### src/rtl/assert_macros.svh
// Assertion helpers shared by the RTL files.
`ifndef ASSERT_MACROS_SVH
`define ASSERT_MACROS_SVH

// Same-cycle implication, sampled on clk, off while rst_n is low.
`define ASSERT_IMP(label, ante, cons, msg) \
    label: assert property (@(posedge clk) disable iff (!rst_n) (ante) |-> (cons)) \
        else $error(msg);

// Next-cycle implication, sampled on clk, off while rst_n is low.
`define ASSERT_NEXT(label, ante, cons, msg) \
    label: assert property (@(posedge clk) disable iff (!rst_n) (ante) |=> (cons)) \
        else $error(msg);

`endif

### src/rtl/wsd_pkg.sv
`default_nettype none
package wsd_pkg;

    // Width of the payload length counter (16 to 64).
    localparam int LENGTH_BITS = 64;

    typedef logic [LENGTH_BITS-1:0] len_t;

    localparam logic [7:0] FIN_BIT     = 8'h80;
    localparam logic [7:0] MASK_BIT    = 8'h80;
    localparam logic [7:0] CTRL_BIT    = 8'h08;
    localparam logic [7:0] LEN_CODE_M  = 8'h7F;
    localparam logic [6:0] LEN_CODE16  = 7'd126;
    localparam logic [6:0] LEN_CODE64  = 7'd127;
    localparam int         CTRL_MAXLEN = 125;

    localparam logic [3:0] EXT16_BYTES = 4'd2;
    localparam logic [3:0] EXT64_BYTES = 4'd8;
    localparam logic [3:0] KEY_BYTES   = 4'd4;

    typedef enum logic [5:0] {
        PH_HDR0    = 6'b000001,
        PH_HDR1    = 6'b000010,
        PH_EXTLEN  = 6'b000100,
        PH_KEY     = 6'b001000,
        PH_PAYLOAD = 6'b010000,
        PH_HALTED  = 6'b100000
    } phase_t;

    typedef struct packed {
        logic [7:0] payload_byte;
        logic       is_control;
        logic       frame_end;
        logic       message_end;
        logic       protocol_error;
    } result_t;

endpackage
`default_nettype wire

### src/rtl/websocket_frame_deframer.sv
`default_nettype none
// Channel   Direction  Handshake            Beat contents
// input     in         in_valid/in_ready    stream_byte
// result    out        out_valid/out_ready  payload_byte, is_control, frame_end,
//                                           message_end, protocol_error
//
// One stream byte is taken per cycle while in_ready is high; the single result
// register between parser and output gives its payload byte in the next cycle.
// Header bytes give no beat but on a control length error; no later byte does.
// Reset (rst_n low, asynchronous) returns the parser to the first header byte.
// While the result register holds a beat and out_ready is low, in_ready drops.
module websocket_frame_deframer (
    input  wire logic       clk,
    input  wire logic       rst_n,
    input  wire logic       in_valid,
    output logic            in_ready,
    input  wire logic [7:0] stream_byte,
    output logic            out_valid,
    input  wire logic       out_ready,
    output logic [7:0]      payload_byte,
    output logic            is_control,
    output logic            frame_end,
    output logic            message_end,
    output logic            protocol_error
);
    import wsd_pkg::*;

    phase_t      phase_reg,  phase_next;
    logic        fin_reg,    fin_next;
    logic        ctl_reg,    ctl_next;
    logic        mask_reg,   mask_next;
    logic [3:0]  left_reg,   left_next;
    len_t        cnt_reg,    cnt_next;
    logic        ovf_reg,    ovf_next;   // declared length overflowed the counter
    logic [31:0] key_reg,    key_next;
    logic [1:0]  mphase_reg, mphase_next;

    logic        accept;
    logic        can_load;
    logic        emit;
    result_t     res;
    result_t     out_data;

    // Header-finish helpers.
    logic        hdr_done;
    len_t        hdr_len;
    logic        hdr_ovf;
    logic        len_done;
    logic [3:0]  left_dec;
    logic        last_byte;
    logic [7:0]  key_byte;

    assign accept    = in_valid && in_ready;
    assign in_ready  = can_load;
    assign left_dec  = left_reg - 4'd1;
    assign last_byte = (cnt_reg <= len_t'(1));
    // Key byte for this phase: the first received key byte sits in bits 31..24.
    assign key_byte  = key_reg[{~mphase_reg, 3'b000} +: 8];

    always_comb
    begin
        phase_next  = phase_reg;
        fin_next    = fin_reg;
        ctl_next    = ctl_reg;
        mask_next   = mask_reg;
        left_next   = left_reg;
        cnt_next    = cnt_reg;
        ovf_next    = ovf_reg;
        key_next    = key_reg;
        mphase_next = mphase_reg;
        emit        = 1'b0;
        res         = '0;
        len_done    = 1'b0;
        hdr_done    = 1'b0;
        hdr_len     = cnt_reg;
        hdr_ovf     = ovf_reg;

        if (accept)
        begin
            unique case (phase_reg)
                PH_HDR0:
                begin
                    fin_next   = (stream_byte & FIN_BIT) != 8'h00;
                    ctl_next   = (stream_byte & CTRL_BIT) != 8'h00;
                    phase_next = PH_HDR1;
                end
                PH_HDR1:
                begin
                    mask_next = (stream_byte & MASK_BIT) != 8'h00;
                    key_next  = '0;
                    ovf_next  = 1'b0;
                    if (stream_byte[6:0] == LEN_CODE16)
                    begin
                        cnt_next   = '0;
                        left_next  = EXT16_BYTES;
                        phase_next = PH_EXTLEN;
                    end
                    else if (stream_byte[6:0] == LEN_CODE64)
                    begin
                        cnt_next   = '0;
                        left_next  = EXT64_BYTES;
                        phase_next = PH_EXTLEN;
                    end
                    else
                    begin
                        hdr_len  = len_t'(stream_byte & LEN_CODE_M);
                        hdr_ovf  = 1'b0;
                        cnt_next = hdr_len;
                        len_done = 1'b1;
                    end
                end
                PH_EXTLEN:
                begin
                    // Shift in big-endian; remember any bits pushed off the top.
                    hdr_len   = {cnt_reg[LENGTH_BITS-9:0], stream_byte};
                    hdr_ovf   = ovf_reg || (cnt_reg[LENGTH_BITS-1 -: 8] != 8'h00);
                    cnt_next  = hdr_len;
                    ovf_next  = hdr_ovf;
                    left_next = left_dec;
                    len_done  = (left_dec == 4'd0);
                end
                PH_KEY:
                begin
                    key_next  = {key_reg[23:0], stream_byte};
                    left_next = left_dec;
                    hdr_done  = (left_dec == 4'd0);
                end
                PH_PAYLOAD:
                begin
                    emit               = 1'b1;
                    res.payload_byte   = stream_byte ^ key_byte;
                    res.is_control     = ctl_reg;
                    res.frame_end      = last_byte;
                    res.message_end    = last_byte && fin_reg;
                    res.protocol_error = 1'b0;
                    mphase_next        = mphase_reg + 2'd1;
                    if (last_byte)
                    begin
                        cnt_next   = '0;
                        phase_next = PH_HDR0;
                    end
                    else
                    begin
                        cnt_next = cnt_reg - len_t'(1);
                    end
                end
                PH_HALTED:
                begin
                    // Drop every byte until reset.
                end
                default:
                begin
                    phase_next = PH_HDR0;
                end
            endcase

            // Length complete: fetch the key when masked, else finish now.
            if (len_done)
            begin
                if (mask_next)
                begin
                    left_next  = KEY_BYTES;
                    phase_next = PH_KEY;
                end
                else
                begin
                    hdr_done = 1'b1;
                end
            end

            if (hdr_done)
            begin
                mphase_next = 2'd0;
                left_next   = 4'd0;
                if (ctl_next && (hdr_ovf || (hdr_len > len_t'(CTRL_MAXLEN))))
                begin
                    phase_next         = PH_HALTED;
                    cnt_next           = '0;
                    emit               = 1'b1;
                    res.payload_byte   = 8'h00;
                    res.is_control     = 1'b1;
                    res.frame_end      = 1'b0;
                    res.message_end    = 1'b0;
                    res.protocol_error = 1'b1;
                end
                else
                begin
                    // Saturate a length that does not fit the counter.
                    cnt_next   = hdr_ovf ? '1 : hdr_len;
                    phase_next = (!hdr_ovf && (hdr_len == '0)) ? PH_HDR0 : PH_PAYLOAD;
                end
            end
        end
    end

    always_ff @(posedge clk or negedge rst_n)
    begin
        if (!rst_n)
        begin
            phase_reg  <= PH_HDR0;
            fin_reg    <= 1'b0;
            ctl_reg    <= 1'b0;
            mask_reg   <= 1'b0;
            left_reg   <= 4'd0;
            cnt_reg    <= '0;
            ovf_reg    <= 1'b0;
            key_reg    <= '0;
            mphase_reg <= 2'd0;
        end
        else
        begin
            phase_reg  <= phase_next;
            fin_reg    <= fin_next;
            ctl_reg    <= ctl_next;
            mask_reg   <= mask_next;
            left_reg   <= left_next;
            cnt_reg    <= cnt_next;
            ovf_reg    <= ovf_next;
            key_reg    <= key_next;
            mphase_reg <= mphase_next;
        end
    end

    // Result register: holds one beat; out_ready reaches in_ready combinationally.
    wsd_out_buf u_out_buf (
        .clk       (clk),
        .rst_n     (rst_n),
        .load      (emit),
        .load_data (res),
        .can_load  (can_load),
        .out_valid (out_valid),
        .out_ready (out_ready),
        .out_data  (out_data)
    );

    assign payload_byte   = out_data.payload_byte;
    assign is_control     = out_data.is_control;
    assign frame_end      = out_data.frame_end;
    assign message_end    = out_data.message_end;
    assign protocol_error = out_data.protocol_error;

    `include "assert_macros.svh"

    `ASSERT_IMP(a_payload_nonzero, phase_reg == PH_PAYLOAD, cnt_reg != '0, "payload phase with empty count")
    `ASSERT_IMP(a_hdr_left, (phase_reg == PH_EXTLEN) || (phase_reg == PH_KEY), left_reg != 4'd0, "header phase with no bytes due")
    `ASSERT_NEXT(a_err_halts, emit && res.protocol_error, phase_reg == PH_HALTED, "error beat without halting")
    `ASSERT_IMP(a_halt_silent, phase_reg == PH_HALTED, !emit, "beat produced while halted")

endmodule
`default_nettype wire

### src/rtl/wsd_out_buf.sv
`default_nettype none
module wsd_out_buf (
    input  wire logic             clk,
    input  wire logic             rst_n,
    input  wire logic             load,
    input  wire wsd_pkg::result_t load_data,
    output logic                  can_load,
    output logic                  out_valid,
    input  wire logic             out_ready,
    output wsd_pkg::result_t      out_data
);
    import wsd_pkg::*;

    logic    valid_reg;
    logic    valid_next;
    result_t data_reg;

    // Take a new beat when none is held or the held one leaves in the same cycle.
    assign can_load = !valid_reg || out_ready;

    always_comb
    begin
        valid_next = valid_reg;
        if (load)
        begin
            valid_next = 1'b1;
        end
        else if (out_ready)
        begin
            valid_next = 1'b0;
        end
    end

    always_ff @(posedge clk or negedge rst_n)
    begin
        if (!rst_n)
        begin
            valid_reg <= 1'b0;
        end
        else
        begin
            valid_reg <= valid_next;
        end
    end

    always_ff @(posedge clk)
    begin
        if (load)
        begin
            data_reg <= load_data;
        end
    end

    assign out_valid = valid_reg;
    assign out_data  = data_reg;

    `include "assert_macros.svh"

    `ASSERT_NEXT(a_hold_stalled, valid_reg && !out_ready && !load, valid_reg && $stable(data_reg), "held beat changed while stalled")
    `ASSERT_IMP(a_load_has_room, load, can_load, "beat loaded over a held result")

endmodule
`default_nettype wire
### config.mk
export PLATFORM = sky130hd
export DESIGN_NAME = websocket_frame_deframer
export DESIGN_NICKNAME = d
export VERILOG_FILES = /design/src/rtl/wsd_pkg.sv /design/src/rtl/websocket_frame_deframer.sv /design/src/rtl/wsd_out_buf.sv
export VERILOG_INCLUDE_DIRS = /design/src /design/src/rtl
export SDC_FILE = /design/constraint.sdc
export NUM_CORES = 1
export LEC_CHECK = 0
export BUFFER_PORTS_ARGS = -buffer_cell sky130_fd_sc_hd__buf_2
export CAP_MARGIN = 20
export CORE_MARGIN = 10
export CORE_UTILIZATION = 38
export CTS_BUF_LIST = sky130_fd_sc_hd__clkbuf_2
export DETAILED_ROUTE_END_ITERATION = 6
export GPL_ROUTABILITY_DRIVEN = 0
export HOLD_SLACK_MARGIN = 0.03
export SLEW_MARGIN = 20
export SYNTH_ARGS = -nofsm -noshare
export SYNTH_HDL_FRONTEND = slang
export SYNTH_SLANG_ARGS = --single-unit
### constraint.sdc
create_clock -name clk -period 5.84 [get_ports clk]
set_input_delay 0.584 -clock clk [delete_from_list [all_inputs] [get_ports clk]]
set_output_delay 0.584 -clock clk [all_outputs]
set_load 0.01 [all_outputs]
* After elaboration in Yosys (flattened, before gate mapping)
Index checks and enable logic that the tools add are counted.
Widths: inputs -> output; s select.
** Word-level totals
- Output and inout bits :: 14
- Register bits after elaboration :: 125
- Word-level logic and storage cells :: 110
- Input bits :: 12
** Cells by class
- Shift operators :: 1
- Bitwise operators :: 2
- Magnitude comparators :: 2
- Muxes and demuxes :: 55
- Eq/ne operators :: 8
- Reductions and logical operators :: 24
- Add/sub/neg operators :: 3
** Operator list (count)
- $mux 64 :: 7
- $pmux 64 s3 :: 1
- $pmux 64 s2 :: 1
- $gt 64x7->1 const B :: 1
- $le 64x1->1 const B :: 1
- $logic_not 64->1 :: 1
- $pmux 32 s2 :: 1
- $sub 64x1->64 const B :: 1
- $mux 6 :: 7
- $mux 12 :: 3
- $shiftx 32x6->8 :: 1
- $pmux 6 s4 :: 1
- $mux 1 :: 20
- $mux 4 :: 5
- $eq 7x7->1 const B :: 2
- $mux 7 :: 2
- $reduce_and 2->1 :: 5
- $pmux 4 s2 :: 1
- $reduce_bool 2->1 :: 4
- $reduce_bool 8->1 :: 1
- $xor 8x8->8 :: 1
- $eq 6x1->1 const B :: 1
- $eq 6x2->1 const B :: 1
- $eq 6x3->1 const B :: 1
- other kinds (16) :: 25

* Logic depth before layout (Yosys ltp)
- Word-level depth :: 12
- Depth in mapped cells :: 12
- Depth with buffers taken out :: 10

* By module
From an unflattened synthesis, not the netlist that was laid out.
** Unflattened totals
- Cells, all modules :: 1034
- Area total of the unflattened synthesis :: 8598.2 µm²
** Modules (own cells, without submodules)
- websocket_frame_deframer :: cells an instance 1019, area an instance 8190.4 µm², times used 1, sequential area each 2803.9 µm²
- wsd_out_buf :: cells an instance 15, area an instance 407.9 µm², times used 1, sequential area each 385.4 µm²

* Least setup slack after synthesis
OpenSTA, ideal clock, no wires.
- Path kind :: reg-to-reg
- From :: register cnt_reg[59]
- To :: register u_out_buf.data_reg (netlist bit u_out_buf.out_data[0]) (enable)
- Library setup time :: 334 ps
- Path slack :: 2333 ps
- Stages on the path, launching flop included :: 11
- Data arrival time :: 3172 ps
- Clock period less this slack :: 3507 ps
- Data required time :: 5506 ps
- Path buffers :: 2
- Path through :: dfrtp_1 -> or4_4 -> or4b_1 -> buf_2 -> a22o_1 -> buf_6 -> a221oi_2 -> or4b_4 -> o21ai_1 -> nand2b_1 -> nand2_1
** Between the ends
- Word-level cells in the longest chain between the ends :: 10
- Elaborated cells on any way between the ends :: 14
- Those cells by class :: order compare: 1; mux: 9; reduce/logical: 4
** Ends and longest elaborated chain
- start, declared :: RTL line websocket_frame_deframer.sv:33 : len_t cnt_reg, cnt_next;
- start signal, assigned :: RTL line websocket_frame_deframer.sv:217 : cnt_reg <= cnt_next;
- $mux 64 :: RTL line websocket_frame_deframer.sv:98 : else if (stream_byte[6:0] == LEN_CODE64)
- $mux 64 :: RTL line websocket_frame_deframer.sv:92 : if (stream_byte[6:0] == LEN_CODE16)
- $pmux 64 s2 :: RTL line websocket_frame_deframer.sv:80 : unique case (phase_reg)
- $mux 64 :: RTL line websocket_frame_deframer.sv:78 : if (accept)
- $gt 64x7->1 :: RTL line websocket_frame_deframer.sv:175 : if (ctl_next && (hdr_ovf || (hdr_len > len_t'(CTRL_MAXLEN))))
- $logic_or 1x1->1 (*) :: RTL line websocket_frame_deframer.sv:175
- $logic_and 1x1->1 (*) :: RTL line websocket_frame_deframer.sv:175
- $mux 1 (*) :: RTL line websocket_frame_deframer.sv:175
- $mux 1 (*) :: RTL line websocket_frame_deframer.sv:171 : if (hdr_done)
- $mux 1 (*) :: RTL line websocket_frame_deframer.sv:78
- via emit :: RTL line websocket_frame_deframer.sv:40 : logic emit;
- end signal, assigned :: RTL line wsd_out_buf.sv:50 : data_reg <= load_data;
- end, declared :: RTL line wsd_out_buf.sv:16 : result_t data_reg;
The timed path passes the listed nets; every way through them passes the cells marked *. The select of a mux whose other input is x is not followed.
A chain may end at the register's enable or synchronous reset.

* Final worst setup path
- From :: register phase_reg[1]
- To :: register u_out_buf.data_reg (netlist bit u_out_buf.out_data[6]) (enable)
** Between the ends
- Word-level cells in the longest chain between the ends :: 9
- Elaborated cells on any way between the ends :: 26
- Those cells by class :: order compare: 1; eq/ne: 5; mux: 18; reduce/logical: 2
** Ends and longest elaborated chain
- start, declared :: RTL line websocket_frame_deframer.sv:28 : phase_t phase_reg, phase_next;
- start signal, assigned :: RTL line websocket_frame_deframer.sv:212 : phase_reg <= phase_next;
- $eq 6x3->1 / $eq 6x2->1 (equally long branches) :: RTL line websocket_frame_deframer.sv:80
- $pmux 64 s2 :: RTL line websocket_frame_deframer.sv:80
- $mux 64 :: RTL line websocket_frame_deframer.sv:78
- $gt 64x7->1 :: RTL line websocket_frame_deframer.sv:175
- $logic_or 1x1->1 :: RTL line websocket_frame_deframer.sv:175
- $logic_and 1x1->1 :: RTL line websocket_frame_deframer.sv:175
- $mux 1 :: RTL line websocket_frame_deframer.sv:175
- $mux 1 (*) :: RTL line websocket_frame_deframer.sv:171
- $mux 1 (*) :: RTL line websocket_frame_deframer.sv:78
- via emit :: RTL line websocket_frame_deframer.sv:40
Marks and branches as above.

==> flow_summary.yaml <==
synth:
  synthCells: 1044
  ys_warn_count: 0
  ys.flop_type: "dfrtp_1"
  syn_area_per_cell_um2: 8.194
  yosysSeqAreaShare: 0.3728
  synth_fp_nets: 1060
  async_flop_share: 0.9040
  synthesis.area_mm2: 0.008554
  yosysUniqueCellTypes: 66
  ys_ff_latch: 125
  synth_edf_count: 12
clock_network:
  cts_root_buffer: "clkbuf_2"
  post_cts_buffers: 0
  clkLatencyLatePin_ps: 760
  clock_path_buffers: 2
  cts_tree: "yes"
  cts_hold_buf: 1
  clk_pin_slew_ps: 240
  cts-resized-gates: 0
  h-tree-depth: 4
  cts_buffers: 17
  cts_sinks: 125
routing:
  drc: 0
  wl_um: 28160
  dr.first_iter.drc_count: 956
  final_antenna_net_count: 0
  num_vias: 8556
  post_drt_wl_per_cell_um: 21.58
  firstDrtPassIters: 6
  detail_route.vias_per_cell: 6.556
cells_and_area:
  drive_gt1_frac: 0.1035
  ff_latch_area_mm2: 0.003189
  nets: 1027
  post-route-util: 0.4150
  fillers: 2165
  largest_reg_flops: 64
  final_cells: 1305
  area_growth_pct: 6.538
  multiInputGateArea_mm2: 0.004969
critical_path:
  worst_setup_path_end_kind: "register"
  cp_slowest_stage_delay_ps: 630
  arrival_ps: 4630
  rr_endpoint: "u_out_buf.out_data[6]"
  reg2reg_from: "phase_reg[1]"
  cp_data_required_time_ps: 6250
  cp_max_fo: 39
  cp_common_cell: "nor2_4"
  reg2regPathDepth: 9
  worstSetupPathType: "register to register"
  cp_slowest_cell: "or4_1"
  critPathLaunchType: "register"
  crit_chain: "or4_1 -> nor2_4 -> nor2_4 -> buf_4 -> a221oi_2 -> or4b_4 -> o21ai_1 -> nand2b_1 -> nand2_1"
  rrSetupSlack_ps: 1620
floorplan:
  std_cell_rows: 54
  die_area_mm2: 0.02891
  die_w_um: 170.0
  coreArea_mm2: 0.02196
  start_util: 0.3896
  die_h_um: 170.0
  io-pin-count: 26
grt:
  grt.overflow.total: 0
  track_usage: 0.1968
  grt_max_degree: 71
  antenna_found_initial: 1
  grt_pass1_vias: 8286
  grt_pass1_wl_um: 46390
timing:
  rsz0062_at_grt: "no"
  tns_ps: 0
  final-setup-viol-count: 0
  hold_violations: 0
  fin_worst_skew_ps: 54.81
  worst_pin_slew_ps: 1115
  min_period_ps: 4225
  maxSlewHeadroom: 0.2542
  max_freq_mhz: 236.7
  hold-worst-slack_ps: 148.3
  finalCritPeriodShare: 0.7234
  finalMaxSlewViolations: 0
place:
  hpwlAfterDp_um: 18110
  io_buffers: 25
  place_inst: 1271
pwr:
  power_density_mw_per_mm2: 387.1
  p_leak_nw: 3.417
  max-vdd-ir-drop_mv: 0.2535
job:
  maxCapViolCount: 0
worst_hold_path:
  hold_depth: 2
  worst_hold_startpoint: "stream_byte[1]"
  whs_endpoint: "key_reg[1]"
  hold_path.class: "input pin to register"
status:
  status: "complete, no violations"
-- kinds of logic after synthesis --
| family | share of synthesized area |
|---|---|
| AOI/OAI and AO/OA | 0.3159 |
| and+or+nand+nor | 0.2026 |
| DFF | 0.3728 |
| buffers and inverters | 0.05178 |
| xor gates and xnor gates | 0.02252 |
| muxes | 0.02852 |
| adders and majority gates | 0.005851 |
-- synth_stat cells (all sizes together), types with 10 or more instances --
cell type,instances,share of area
clkbuf,80,0.035
a32oi,13,0.013
o211ai,12,0.011
nand2,124,0.054
a221oi,36,0.038
edfxtp,12,0.042
xor2,12,0.012
nand3,23,0.013
o21ai,136,0.080
a22o,39,0.040
a22oi,31,0.027
dfrtp,112,0.33
a21oi,59,0.036
nor2,87,0.038
or3,10,0.0073
xnor2,10,0.010
o31ai,10,0.0088
nand2b,11,0.0080
buf,18,0.011
nor4,19,0.014
nor3,45,0.026
inv,12,0.0053
nand4,12,0.0088
-- metrics by stage --
step	area, µm²	power [mW]	setup slack, ps
6_report	9114	3.528	1615
4_1_cts	9111	3.505	1649
5_1_grt	9114	3.782	1344
3_3_place_gp	8843	2.879	1799
3_5_place_dp	8843	2.886	1710
2_1_floorplan	8554	2.417	2333
-- power breakdown --
part / switching [mW] / leakage [nW] / internal, mW
Sequential: 0.386 / 1.63 / 1.08
Clock: 0.406 / 0.152 / 0.211
Combinational: 0.908 / 1.63 / 0.536
Total: 1.70 / 3.42 / 1.83
-- cell type report --
class | count | share of cell area
multi-input cells | 809 | 0.5452
flip-flops and latches | 125 | 0.3499
well taps | 280 | 0.03844
repair buffers | 46 | 0.03295
clock inverters | 15 | 0.01895
clock buffers | 17 | 0.009336
inverters | 12 | 0.004942
diodes | 1 | 0.0002746
-- worst max-delay path by stage --
| stage | startpoint | endpoint | slack (ps) | depth (start not counted) |
|---|---|---|---|---|
| 6_report | phase_reg[1] | u_out_buf.out_data[6] | 1620 | 9 |
| 5_1_grt | phase_reg[1] | u_out_buf.out_data[2] | 1340 | 9 |
| 4_1_cts | phase_reg[1] | phase_reg[4] | 1650 | 9 |
| 3_5_place_dp | phase_reg[1] | phase_reg[4] | 1710 | 9 |
| 3_3_place_gp | phase_reg[1] | phase_reg[4] | 1800 | 9 |
| 2_1_floorplan | cnt_reg[59] | u_out_buf.out_data[0] | 2330 | 10 |
-- worst max-delay path, delay by kind of cell, from the launching register on --
kind            cells  cell delay [ps]
simple gates        6             2450
flops               1              500
buf+inv             1              310
compound gates      2              580
-- routing by layer --
metal | global-route usage | part of all wire | vias to the layer above
li1 | - | - | 3919
met1 | 0.2739 | 0.45 | 4200
met2 | 0.2996 | 0.45 | 387
met3 | 0.03864 | 0.082 | 50
met4 | 0.06445 | 0.020 | 0
met5 | 0 | 0 | -
-- layout by cell type, fill, tap and decap left out, types with 5 or more instances in the layout --
| cell | n |
|---|---|
| inv_6 | 8 |
| or3_1 | 10 |
| a221o_1 | 8 |
| nor3_1 | 44 |
| nor4_1 | 19 |
| nor2_1 | 85 |
| o21a_1 | 5 |
| a22oi_1 | 31 |
| o211ai_1 | 12 |
| o32ai_1 | 6 |
| a221oi_1 | 35 |
| o21ai_0 | 106 |
| buf_2 | 24 |
| inv_1 | 12 |
| and2_1 | 5 |
| nand2_1 | 124 |
| edfxtp_1 | 12 |
| or2_2 | 6 |
| nand2b_1 | 11 |
| nand3_1 | 23 |
| mux4_2 | 8 |
| buf_4 | 20 |
| a21oi_1 | 57 |
| a22o_1 | 39 |
| xor2_1 | 12 |
| a32oi_1 | 13 |
| o41ai_1 | 6 |
| or4_1 | 7 |
| o22ai_1 | 8 |
| o31ai_1 | 10 |
| xnor2_1 | 10 |
| dfrtp_1 | 112 |
| clkbuf_2 | 17 |
| a31oi_1 | 7 |
| nand4_1 | 12 |
| o21ai_1 | 28 |
Note: power is estimated with default switching activity, not from simulation.
